==> config.mk <==
export PLATFORM = sky130hd
export DESIGN_NAME = scalar_kalman_filter_flat
export DESIGN_NICKNAME = d
export VERILOG_FILES = /design/src/rtl/skf_pkg.sv /design/src/rtl/skf_in_if.sv /design/src/rtl/skf_out_if.sv /design/src/rtl/skf_sequencer.sv /design/src/rtl/skf_datapath.sv /design/src/rtl/scalar_kalman_filter.sv /design/src/flat_wrapper.sv
export VERILOG_INCLUDE_DIRS = /design/src /design/src/rtl
export SDC_FILE = /design/constraint.sdc
export NUM_CORES = 2
export LEC_CHECK = 0
export BUFFER_PORTS_ARGS = -buffer_cell sky130_fd_sc_hd__buf_4
export CAP_MARGIN = 5
export CELL_PAD_IN_SITES_DETAIL_PLACEMENT = 1
export CELL_PAD_IN_SITES_GLOBAL_PLACEMENT = 1
export CORE_MARGIN = 1
export CORE_UTILIZATION = 55
export DETAILED_ROUTE_END_ITERATION = 7
export PLACE_DENSITY_LB_ADDON = 0.1
export SYNTH_ARGS = -nofsm -noshare
export SYNTH_HDL_FRONTEND = slang
export SYNTH_HIERARCHICAL = 1
export SYNTH_SLANG_ARGS = --single-unit
==> constraint.sdc <==
create_clock -name clk -period 21.2 [get_ports clk]
set_input_delay 1.06 -clock clk [delete_from_list [all_inputs] [get_ports clk]]
set_output_delay 1.06 -clock clk [all_outputs]
set_load 0.01 [all_outputs]
==> src/rtl/scalar_kalman_filter_macros.svh <==
// Assertion shorthands shared by the filter modules.
// Each expects clk and rst_n in scope.
`ifndef SCALAR_KALMAN_FILTER_MACROS_SVH
`define SCALAR_KALMAN_FILTER_MACROS_SVH

// Same-cycle implication.
`define SKF_ASSERT_IMP(lbl, ante, cons, msg) \
  lbl: assert property (@(posedge clk) disable iff (!rst_n) (ante) |-> (cons)) \
    else $error(msg);

// Next-cycle implication.
`define SKF_ASSERT_NXT(lbl, ante, cons, msg) \
  lbl: assert property (@(posedge clk) disable iff (!rst_n) (ante) |=> (cons)) \
    else $error(msg);

`endif

==> src/rtl/skf_pkg.sv <==
`timescale 1ns / 1ps

package skf_pkg;

  // Number formats
  localparam int FRAC_BITS = 16;
  localparam int DATA_W    = 32;
  localparam int DIST_W    = 16;
  localparam int CFG_W     = 16;
  localparam int CFG_IDX_W = 1;
  localparam int GAIN_W    = FRAC_BITS;
  localparam int QUO_W     = FRAC_BITS + 1;
  localparam int SAMPLE_W  = DIST_W + FRAC_BITS;
  localparam int MAG_W     = (SAMPLE_W > DATA_W) ? SAMPLE_W : DATA_W;
  localparam int NUM_W     = DATA_W + FRAC_BITS;
  localparam int DEN_W     = ((DATA_W > CFG_W + FRAC_BITS) ? DATA_W : CFG_W + FRAC_BITS) + 1;
  localparam int REM_W     = DEN_W + 1;
  localparam int PROD_W    = QUO_W + MAG_W;
  localparam int EST_SUM_W = MAG_W + 1;
  localparam int COV_SUM_W = PROD_W - FRAC_BITS + 1;
  localparam int CNT_W     = $clog2(QUO_W);

  localparam logic [QUO_W-1:0] GAIN_ONE = QUO_W'(1) << FRAC_BITS;

  // Register map
  localparam logic [CFG_IDX_W-1:0] CFG_MEAS_NOISE    = 1'd0;
  localparam logic [CFG_IDX_W-1:0] CFG_PROCESS_NOISE = 1'd1;
  localparam logic [CFG_W-1:0]     MEAS_NOISE_RST    = 16'd40;
  localparam logic [CFG_W-1:0]     PROCESS_NOISE_RST = 16'd10;

  // Datapath operations
  localparam int OP_W = 3;
  localparam logic [OP_W-1:0] OP_ACCEPT  = 3'd0;
  localparam logic [OP_W-1:0] OP_LOAD    = 3'd1;
  localparam logic [OP_W-1:0] OP_DIV     = 3'd2;
  localparam logic [OP_W-1:0] OP_GAIN    = 3'd3;
  localparam logic [OP_W-1:0] OP_MUL_EST = 3'd4;
  localparam logic [OP_W-1:0] OP_EST     = 3'd5;
  localparam logic [OP_W-1:0] OP_MUL_COV = 3'd6;
  localparam logic [OP_W-1:0] OP_COV     = 3'd7;

  // Jump conditions: jump to target when true, else step on
  localparam int COND_W = 2;
  localparam logic [COND_W-1:0] COND_NEXT     = 2'd0;
  localparam logic [COND_W-1:0] COND_WAIT_IN  = 2'd1;
  localparam logic [COND_W-1:0] COND_LOOP     = 2'd2;
  localparam logic [COND_W-1:0] COND_WAIT_OUT = 2'd3;

  // Program addresses
  localparam int PC_W = 3;
  localparam logic [PC_W-1:0] PC_IDLE    = 3'd0;
  localparam logic [PC_W-1:0] PC_LOAD    = 3'd1;
  localparam logic [PC_W-1:0] PC_DIV     = 3'd2;
  localparam logic [PC_W-1:0] PC_GAIN    = 3'd3;
  localparam logic [PC_W-1:0] PC_MUL_EST = 3'd4;
  localparam logic [PC_W-1:0] PC_EST     = 3'd5;
  localparam logic [PC_W-1:0] PC_MUL_COV = 3'd6;
  localparam logic [PC_W-1:0] PC_COV     = 3'd7;

  typedef struct packed {
    logic [OP_W-1:0]   op;
    logic [COND_W-1:0] cond;
    logic [PC_W-1:0]   target;
  } skf_ucode_t;

  typedef struct packed {
    logic            fire;
    logic [OP_W-1:0] op;
  } skf_ctrl_t;

  typedef struct packed {
    logic in_valid;
    logic out_busy;
  } skf_stat_t;

  function automatic skf_ucode_t ucode_rom(input logic [PC_W-1:0] pc);
    skf_ucode_t w;
    w = '{op: OP_ACCEPT, cond: COND_WAIT_IN, target: PC_IDLE};
    unique case (pc)
      PC_IDLE:    w = '{op: OP_ACCEPT,  cond: COND_WAIT_IN,  target: PC_IDLE};
      PC_LOAD:    w = '{op: OP_LOAD,    cond: COND_NEXT,     target: PC_IDLE};
      PC_DIV:     w = '{op: OP_DIV,     cond: COND_LOOP,     target: PC_DIV};
      PC_GAIN:    w = '{op: OP_GAIN,    cond: COND_NEXT,     target: PC_IDLE};
      PC_MUL_EST: w = '{op: OP_MUL_EST, cond: COND_NEXT,     target: PC_IDLE};
      PC_EST:     w = '{op: OP_EST,     cond: COND_NEXT,     target: PC_IDLE};
      PC_MUL_COV: w = '{op: OP_MUL_COV, cond: COND_NEXT,     target: PC_IDLE};
      PC_COV:     w = '{op: OP_COV,     cond: COND_WAIT_OUT, target: PC_COV};
      default:    w = '{op: OP_ACCEPT,  cond: COND_WAIT_IN,  target: PC_IDLE};
    endcase
    return w;
  endfunction

endpackage

==> src/rtl/skf_in_if.sv <==
`timescale 1ns / 1ps

interface skf_in_if;
  logic                        valid;
  logic                        ready;
  logic [skf_pkg::DIST_W-1:0]  distance;

  modport source (output valid, output distance, input ready);
  modport sink   (input valid, input distance, output ready);
endinterface

==> src/rtl/skf_out_if.sv <==
`timescale 1ns / 1ps

interface skf_out_if;
  logic                        valid;
  logic                        ready;
  logic [skf_pkg::DATA_W-1:0]  estimate;

  modport source (output valid, output estimate, input ready);
  modport sink   (input valid, input estimate, output ready);
endinterface

==> src/rtl/skf_sequencer.sv <==
`timescale 1ns / 1ps
`include "scalar_kalman_filter_macros.svh"

module skf_sequencer (
  input  logic                  clk,
  input  logic                  rst_n,
  input  skf_pkg::skf_stat_t    stat,
  output logic                  in_ready,
  output skf_pkg::skf_ctrl_t    ctrl
);

  logic [skf_pkg::PC_W-1:0]  pc_r, pc_nxt;
  logic [skf_pkg::CNT_W-1:0] cnt_r, cnt_nxt;
  skf_pkg::skf_ucode_t       word;
  logic                      jump;
  logic                      stall;

  assign word = skf_pkg::ucode_rom(pc_r);

  always_comb begin
    unique case (word.cond)
      skf_pkg::COND_NEXT:     jump = 1'b0;
      skf_pkg::COND_WAIT_IN:  jump = !stat.in_valid;
      skf_pkg::COND_LOOP:     jump = (cnt_r != '0);
      skf_pkg::COND_WAIT_OUT: jump = stat.out_busy;
      default:                jump = 1'b0;
    endcase
  end

  // Waiting steps hold the datapath; the loop step always executes.
  assign stall     = jump && (word.cond != skf_pkg::COND_LOOP);
  assign ctrl.fire = !stall;
  assign ctrl.op   = word.op;
  assign in_ready  = (pc_r == skf_pkg::PC_IDLE);

  always_comb begin
    pc_nxt  = jump ? word.target : pc_r + 1'b1;
    cnt_nxt = cnt_r;
    if (word.op == skf_pkg::OP_LOAD) begin
      cnt_nxt = skf_pkg::CNT_W'(skf_pkg::QUO_W - 1);
    end else if (word.op == skf_pkg::OP_DIV && cnt_r != '0) begin
      cnt_nxt = cnt_r - 1'b1;
    end
  end

  always_ff @(posedge clk) begin
    if (!rst_n) begin
      pc_r  <= skf_pkg::PC_IDLE;
      cnt_r <= '0;
    end else begin
      pc_r  <= pc_nxt;
      cnt_r <= cnt_nxt;
    end
  end

  `SKF_ASSERT_NXT(a_accept_to_load, stat.in_valid && in_ready, pc_r == skf_pkg::PC_LOAD, "accepted sample did not start a load")
  `SKF_ASSERT_IMP(a_count_in_div, cnt_r != '0, pc_r == skf_pkg::PC_DIV, "divide count live outside the divide loop")

endmodule

==> src/rtl/skf_datapath.sv <==
`timescale 1ns / 1ps
`include "scalar_kalman_filter_macros.svh"

module skf_datapath (
  input  logic                          clk,
  input  logic                          rst_n,
  input  skf_pkg::skf_ctrl_t            ctrl,
  input  logic [skf_pkg::DIST_W-1:0]    in_distance,
  input  logic [skf_pkg::CFG_W-1:0]     meas_noise,
  input  logic [skf_pkg::CFG_W-1:0]     process_noise,
  input  logic                          out_ready,
  output logic                          out_valid,
  output logic [skf_pkg::DATA_W-1:0]    out_estimate,
  output logic                          out_busy
);

  // Filter state
  logic [skf_pkg::DATA_W-1:0]  est_r, est_nxt;
  logic [skf_pkg::DATA_W-1:0]  cov_r, cov_nxt;
  // Working registers
  logic [skf_pkg::DIST_W-1:0]  sample_r, sample_nxt;
  logic [skf_pkg::DEN_W-1:0]   den_r, den_nxt;
  logic [skf_pkg::REM_W-1:0]   rem_r, rem_nxt;
  logic [skf_pkg::QUO_W-1:0]   quo_r, quo_nxt;
  logic [skf_pkg::GAIN_W-1:0]  gain_r, gain_nxt;
  logic                        up_r, up_nxt;
  logic [skf_pkg::PROD_W-1:0]  prod_r, prod_nxt;
  logic                        out_valid_r, out_valid_nxt;
  logic [skf_pkg::DATA_W-1:0]  out_est_r, out_est_nxt;

  logic [skf_pkg::NUM_W-1:0]     num;
  logic [skf_pkg::REM_W-1:0]     shifted;
  logic                          ge;
  logic [skf_pkg::MAG_W-1:0]     sample_al;
  logic [skf_pkg::MAG_W-1:0]     est_ext;
  logic                          up;
  logic [skf_pkg::MAG_W-1:0]     mag;
  logic [skf_pkg::QUO_W-1:0]     mul_a;
  logic [skf_pkg::MAG_W-1:0]     mul_b;
  logic [skf_pkg::PROD_W-1:0]    mul_out;
  logic [skf_pkg::PROD_W-1:0]    delta;
  logic [skf_pkg::EST_SUM_W-1:0] est_sum;
  logic [skf_pkg::COV_SUM_W-1:0] pn_aligned;
  logic [skf_pkg::COV_SUM_W-1:0] cov_sum;

  assign num       = skf_pkg::NUM_W'(cov_r) << skf_pkg::FRAC_BITS;
  assign shifted   = {rem_r[skf_pkg::REM_W-2:0], quo_r[skf_pkg::QUO_W-1]};
  assign ge        = (shifted >= skf_pkg::REM_W'(den_r));
  assign sample_al = skf_pkg::MAG_W'(sample_r) << skf_pkg::FRAC_BITS;
  assign est_ext   = skf_pkg::MAG_W'(est_r);
  assign up        = (sample_al >= est_ext);
  assign mag       = up ? (sample_al - est_ext) : (est_ext - sample_al);
  assign delta     = prod_r >> skf_pkg::FRAC_BITS;
  assign est_sum   = skf_pkg::EST_SUM_W'(est_r) + skf_pkg::EST_SUM_W'(delta);
  assign pn_aligned = skf_pkg::COV_SUM_W'(process_noise) << skf_pkg::FRAC_BITS;
  assign cov_sum   = skf_pkg::COV_SUM_W'(delta) + pn_aligned;

  // One shared multiplier, operands picked by the current step
  always_comb begin
    case (ctrl.op)
      skf_pkg::OP_MUL_EST: begin
        mul_a = skf_pkg::QUO_W'(gain_r);
        mul_b = mag;
      end
      skf_pkg::OP_MUL_COV: begin
        mul_a = skf_pkg::GAIN_ONE - skf_pkg::QUO_W'(gain_r);
        mul_b = skf_pkg::MAG_W'(cov_r);
      end
      default: begin
        mul_a = '0;
        mul_b = '0;
      end
    endcase
  end

  assign mul_out = mul_a * mul_b;

  always_comb begin
    est_nxt       = est_r;
    cov_nxt       = cov_r;
    sample_nxt    = sample_r;
    den_nxt       = den_r;
    rem_nxt       = rem_r;
    quo_nxt       = quo_r;
    gain_nxt      = gain_r;
    up_nxt        = up_r;
    prod_nxt      = prod_r;
    out_est_nxt   = out_est_r;
    out_valid_nxt = out_valid_r && !out_ready;
    if (ctrl.fire) begin
      unique case (ctrl.op)
        skf_pkg::OP_ACCEPT: begin
          sample_nxt = in_distance;
        end
        skf_pkg::OP_LOAD: begin
          den_nxt = skf_pkg::DEN_W'(cov_r)
                  + (skf_pkg::DEN_W'(meas_noise) << skf_pkg::FRAC_BITS);
          rem_nxt = skf_pkg::REM_W'(num >> skf_pkg::QUO_W);
          quo_nxt = num[skf_pkg::QUO_W-1:0];
        end
        skf_pkg::OP_DIV: begin
          // One restoring step: quotient bits shift in where dividend bits leave
          rem_nxt = ge ? (shifted - skf_pkg::REM_W'(den_r)) : shifted;
          quo_nxt = {quo_r[skf_pkg::QUO_W-2:0], ge};
        end
        skf_pkg::OP_GAIN: begin
          if (den_r == '0) begin
            gain_nxt = '0;
          end else if (quo_r[skf_pkg::QUO_W-1]) begin
            gain_nxt = '1;
          end else begin
            gain_nxt = quo_r[skf_pkg::GAIN_W-1:0];
          end
        end
        skf_pkg::OP_MUL_EST: begin
          prod_nxt = mul_out;
          up_nxt   = up;
        end
        skf_pkg::OP_EST: begin
          if (up_r) begin
            est_nxt = (est_sum[skf_pkg::EST_SUM_W-1:skf_pkg::DATA_W] != '0)
                    ? '1 : est_sum[skf_pkg::DATA_W-1:0];
          end else begin
            est_nxt = est_r - delta[skf_pkg::DATA_W-1:0];
          end
        end
        skf_pkg::OP_MUL_COV: begin
          prod_nxt = mul_out;
        end
        skf_pkg::OP_COV: begin
          cov_nxt = (cov_sum[skf_pkg::COV_SUM_W-1:skf_pkg::DATA_W] != '0)
                  ? '1 : cov_sum[skf_pkg::DATA_W-1:0];
          out_est_nxt   = est_r;
          out_valid_nxt = 1'b1;
        end
        default: begin
        end
      endcase
    end
  end

  always_ff @(posedge clk) begin
    if (!rst_n) begin
      est_r       <= '0;
      cov_r       <= '0;
      out_valid_r <= 1'b0;
    end else begin
      est_r       <= est_nxt;
      cov_r       <= cov_nxt;
      out_valid_r <= out_valid_nxt;
    end
  end

  always_ff @(posedge clk) begin
    sample_r  <= sample_nxt;
    den_r     <= den_nxt;
    rem_r     <= rem_nxt;
    quo_r     <= quo_nxt;
    gain_r    <= gain_nxt;
    up_r      <= up_nxt;
    prod_r    <= prod_nxt;
    out_est_r <= out_est_nxt;
  end

  assign out_valid    = out_valid_r;
  assign out_estimate = out_est_r;
  assign out_busy     = out_valid_r && !out_ready;

  `SKF_ASSERT_IMP(a_rem_below_den, ctrl.op == skf_pkg::OP_DIV && den_r != '0, rem_r < skf_pkg::REM_W'(den_r), "partial remainder reached the divisor")
  `SKF_ASSERT_NXT(a_cov_floor, ctrl.fire && ctrl.op == skf_pkg::OP_COV, cov_r >= $past(pn_aligned), "covariance fell below process noise")
  `SKF_ASSERT_IMP(a_out_from_cov, $rose(out_valid_r), $past(ctrl.fire && ctrl.op == skf_pkg::OP_COV), "result raised outside the covariance step")

endmodule

==> src/rtl/scalar_kalman_filter.sv <==
`timescale 1ns / 1ps

// Channel   Dir  Payload                        Transfer
// in_ch     in   distance   16 b unsigned int   valid & ready
// out_ch    out  estimate   32 b unsigned Q16.16 valid & ready
// cfg_*     in   index 1 b, data 16 b           cfg_we high
//
// Each sample runs 24 program steps: accept, load, 17 restoring divide
// iterations, gain, two multiplies and two updates; the divider loop sets this.
// The result is registered by the last step, and a new sample is taken only
// once the program is back at accept, later while a result waits for out_ch.ready.
// Reset (rst_n low, synchronous) gives meas_noise 40, process_noise 10 and a
// zero estimate and covariance; a waiting result holds the next sample at its last step.

module scalar_kalman_filter (
  input  logic                            clk,
  input  logic                            rst_n,
  skf_in_if.sink                          in_ch,
  skf_out_if.source                       out_ch,
  input  logic                            cfg_we,
  input  logic [skf_pkg::CFG_IDX_W-1:0]   cfg_index,
  input  logic [skf_pkg::CFG_W-1:0]       cfg_data
);

  // Configuration registers; user must write only while the filter is idle; unchecked
  logic [skf_pkg::CFG_W-1:0] meas_noise_r, meas_noise_nxt;
  logic [skf_pkg::CFG_W-1:0] process_noise_r, process_noise_nxt;

  skf_pkg::skf_ctrl_t ctrl;
  skf_pkg::skf_stat_t stat;
  logic               in_ready;
  logic               out_busy;

  always_comb begin
    meas_noise_nxt    = meas_noise_r;
    process_noise_nxt = process_noise_r;
    if (cfg_we) begin
      case (cfg_index)
        skf_pkg::CFG_MEAS_NOISE:    meas_noise_nxt    = cfg_data;
        skf_pkg::CFG_PROCESS_NOISE: process_noise_nxt = cfg_data;
        default: begin
        end
      endcase
    end
  end

  always_ff @(posedge clk) begin
    if (!rst_n) begin
      meas_noise_r    <= skf_pkg::MEAS_NOISE_RST;
      process_noise_r <= skf_pkg::PROCESS_NOISE_RST;
    end else begin
      meas_noise_r    <= meas_noise_nxt;
      process_noise_r <= process_noise_nxt;
    end
  end

  // Status seen by the program's jump conditions
  assign stat.in_valid = in_ch.valid;
  assign stat.out_busy = out_busy;

  // Step through the microprogram
  skf_sequencer u_seq (
    .clk      (clk),
    .rst_n    (rst_n),
    .stat     (stat),
    .in_ready (in_ready),
    .ctrl     (ctrl)
  );

  assign in_ch.ready = in_ready;

  // Divider, shared multiplier, filter state and output register
  skf_datapath u_dp (
    .clk           (clk),
    .rst_n         (rst_n),
    .ctrl          (ctrl),
    .in_distance   (in_ch.distance),
    .meas_noise    (meas_noise_r),
    .process_noise (process_noise_r),
    .out_ready     (out_ch.ready),
    .out_valid     (out_ch.valid),
    .out_estimate  (out_ch.estimate),
    .out_busy      (out_busy)
  );

endmodule

==> src/flat_wrapper.sv <==
// flat-port wrapper written by rule: the top's interface ports become plain ports
module scalar_kalman_filter_flat 
  (clk, rst_n, cfg_we, cfg_index, cfg_data, in_ch_valid, in_ch_distance, in_ch_ready, out_ch_valid, out_ch_estimate, out_ch_ready);
  skf_in_if in_ch_i ();
  skf_out_if out_ch_i ();
  input  logic clk;
  input  logic rst_n;
  input  logic cfg_we;
  input  logic [skf_pkg::CFG_IDX_W-1:0] cfg_index;
  input  logic [skf_pkg::CFG_W-1:0] cfg_data;
  input wire logic [$bits(in_ch_i.valid)-1:0] in_ch_valid;
  input wire logic [$bits(in_ch_i.distance)-1:0] in_ch_distance;
  output wire logic [$bits(in_ch_i.ready)-1:0] in_ch_ready;
  output wire logic [$bits(out_ch_i.valid)-1:0] out_ch_valid;
  output wire logic [$bits(out_ch_i.estimate)-1:0] out_ch_estimate;
  input wire logic [$bits(out_ch_i.ready)-1:0] out_ch_ready;
  assign in_ch_i.valid = in_ch_valid;
  assign in_ch_i.distance = in_ch_distance;
  assign in_ch_ready = in_ch_i.ready;
  assign out_ch_valid = out_ch_i.valid;
  assign out_ch_estimate = out_ch_i.estimate;
  assign out_ch_i.ready = out_ch_ready;
  scalar_kalman_filter u_core (.clk(clk), .rst_n(rst_n), .in_ch(in_ch_i), .out_ch(out_ch_i), .cfg_we(cfg_we), .cfg_index(cfg_index), .cfg_data(cfg_data));
endmodule
==> summary.txt <==
Run status
  – Status: complete, no violations

Final layout
  – Area Growth Syn to Fin: 6.10%
  – Fillers: 7566
  – Share of cells above drive strength 1: 5.87%
  – Fin nets: 4828
  – Fin area: 38000 µm²

Routing
  – Total number of vias: 29900
  – Wire per inst: 24.7 µm
  – Final wirelength: 122 mm
  – Vias per cell: 6.06
  – Starting DRT DRC Count: 2087
  – Pre-antenna DRT Iters: 7
  – Residual DRC: 0
  – ANT nets after route: 0

Die
  – Core Rows: 93
  – Chip width: 257 µm
  – Die ar.: 66200 µm²
  – Ports: 72
  – Die Height: 257 µm
  – Initial Util: 55.6%
  – Core box area: 64500 µm²

Clock tree
  – CTS tree: built
  – Cts bufs inserted: 30
  – Post-CTS resize count: 0
  – H-tree depth: 1
  – Post-CTS Hold Buffers: 0
  – Post-CTS Repair Setup Buffers: 0
  – Clock transition at path regs: 0.07 ns
  – CTS Buffer Depth: 3
  – Root buf cell: clkbuf_16
  – Worst-skew pair later-pin latency: 0.60 ns
  – Clock sinks: 292

Setup path
  – Crit Path Max Fanout: 36
  – Worst Path Required: 21.53 ns
  – Max stage delay cell, worst path: nor2_1
  – Kind of critical path: reg2reg
  – Worst Path Arrival: 12.29 ns
  – Slowest Stage Delay on Critical Path: 0.83 ns
  – Crit path capture type: flip-flop
  – Worst path most repeated cell: fa_1
  – CP Launch Type: flip-flop

Hold path
  – Hold Path Class: reg2reg

Yosys
  – Yosys cell types: 93
  – Seq cells post-synth: 292
  – Cell accounting for the most synthesized area: fa_1
  – Area contributors post-synth: fa_1, edfxtp_1, ha_1
  – Top-area cell type share of the netlist area: 25.3%
  – Mapped Area: 35800 µm²
  – Syn Inst Count: 4089
  – Synthesis warning total: 6
  – Ys flop type: edfxtp_1
  – Number of synthesized flops with an enable pin: 181
  – Register area share after synthesis: 21.4%
  – Avg Cell Area, Syn: 8.76 µm²
  – Ys async rst share: 0%
  – Post-Syn Nets: 4866

Placed design
  – Input/output buffers: 71
  – DP HPWL: 96.4 mm
  – Routability cong.: 0.951
  – Area of placed instances: 37100 µm²

Timing
  – Hold Fails Final Rpt: 0
  – Max-slew violations: 0
  – Final Skew: 0.0181 ns
  – Final period utilization: 56.5%
  – Final setup violation count: 0
  – Minimum clock period: 11.97 ns
  – Fin Setup TNS: 0 ns
  – Slew Limit Headroom: 15.5%
  – FMAX: 83.6 MHz
  – Worst slew pin tran: 1.26 ns
  – RSZ-0062 raised after global routing: false

Power
  – Peak VDD IR: 0.0624 mV
  – Cell leakage power: 17.5 nW
  – PwrDens: 55.0 nW/µm²

GRT
  – Global-route usage over all layers: 37.3%
  – Initial antenna violation count: 2
  – GRT overflow: 0
  – Largest net degree at the start of global routing: 78
  – First-pass GRT wire length: 190 mm
  – Vias in the first global route: 32100

Flow run
  – Max cap viols: 0
## worst paths after layout
kind | depth (start not counted) | from | slack, ns | to
max | 32 | u_core/u_dp/est_ext[17] | 9.23 | u_core/u_dp/prod_r[46]
min | 2 | u_core/meas_noise_r[13] | 0.48 | u_core/meas_noise_r[13]
max reg2reg | 32 | u_core/u_dp/est_ext[17] | 9.23 | u_core/u_dp/prod_r[46]
min reg2reg | 2 | u_core/meas_noise_r[13] | 0.48 | u_core/meas_noise_r[13]
## state kept, by name, indices dropped and copies added, names as in the netlist, 3 cells and up
register,cells
u_core/meas_noise_r,16
u_core/process_noise_r,16
u_core/u_dp/cov_r,32
u_core/u_dp/den_r,33
u_core/u_dp/est_ext,32
u_core/u_dp/gain_r,16
u_core/u_dp/out_estimate,32
u_core/u_dp/prod_r,33
u_core/u_dp/quo_r,17
u_core/u_dp/rem_r,33
u_core/u_dp/sample_r,16
u_core/u_seq/cnt_r,5
u_core/u_seq/pc_r,3
u_core/u_seq/word,6
## logic make-up after synthesis
family / after synthesis / share of synthesized area, %
AND/OR/NAND/NOR: 1265 / 15.7
buffers and inverters: 835 / 9.11
AO/OA/AOI/OAI: 739 / 12.9
adder cells (fa/ha/maj): 739 / 35.3
flip-flops: 292 / 21.4
XOR/XNOR: 158 / 3.86
multiplexers: 61 / 1.73
## layout make-up
type | instances | area, µm² | area share, %
Clock buffer | 42 | 847 | 2.23
Antenna cell | 2 | 5.00 | 0.0132
Clock inverter | 14 | 96.3 | 0.253
Inverter | 643 | 2410 | 6.35
Tap cell | 855 | 1070 | 2.81
Multi-Input combinational cell | 2962 | 25000 | 65.8
Sequential cell | 292 | 7660 | 20.1
Timing Repair Buffer | 122 | 916 | 2.41
## report_power, final
group	leakage, nW	internal, mW	switching [mW]
Sequential	2.56	0.661	0.0442
Clock	0.471	0.281	0.244
Combinational	14.5	0.287	0.575
Total	17.5	1.23	0.863
## per-layer routing
metal	track usage [%]	up-vias	share of wire (%)
li1	-	13200	-
met5	0	-	0
met3	4.27	280	6.1
met2	60.9	1143	47
met4	15.4	0	4.8
met1	50.6	15200	42
## metrics by stage
stage                     worst slack (ns)  hold slack (ns)  power [mW]  utilization (%)  cells
after global placement                9.98            0.450        1.53             57.5   4874
after CTS                             9.38            0.476        2.08             59.0   4930
final                                 9.23            0.476        2.09             59.0   4932
after detailed placement              9.44            0.460        1.56             57.5   4874
after floorplan                      12.27            0.439        1.29                -   4089
after global routing                  8.63            0.492        2.19             59.0   4930
## placed cells by master (no fill, tap or decap), types with 25 or more instances in the layout
| cell type | n |
|---|---|
| nor2_1 | 367 |
| a21o_1 | 63 |
| xor2_1 | 56 |
| ha_1 | 286 |
| xnor2_1 | 102 |
| nand2b_1 | 43 |
| clkbuf_16 | 31 |
| inv_1 | 640 |
| nor2b_1 | 28 |
| nor4_1 | 29 |
| o211ai_1 | 30 |
| and2_1 | 48 |
| nand3_1 | 31 |
| mux2i_1 | 56 |
| edfxtp_1 | 181 |
| buf_4 | 122 |
| nor3_1 | 51 |
| dfxtp_1 | 110 |
| fa_1 | 453 |
| o21bai_1 | 26 |
| nand4_1 | 25 |
| o21ai_0 | 192 |
| a21oi_1 | 230 |
| nand2_1 | 535 |
## cell usage after synthesis, types with 30 or more instances
cell type	instances
nor3_1	54
o211ai_1	30
edfxtp_1	181
a21o_1	63
nor2_1	378
dfxtp_1	111
nand3_1	31
and2_1	48
xnor2_1	102
fa_1	453
mux2i_1	56
xor2_1	56
ha_1	286
o21ai_0	192
inv_1	639
nor4_1	30
nand2b_1	44
a21oi_1	230
nand2_1	535
clkbuf_1	138
## critical path, delay by kind of cell (launching register included)
kind	cells	cell delay (ns)
xor+xnor	2	0.29
compound gates	11	3.45
simple gates	6	2.65
buf+inv	4	0.93
mux	1	0.13
flops	1	0.47
fa+ha+maj	8	3.78
(Power assumes the default switching activity.)
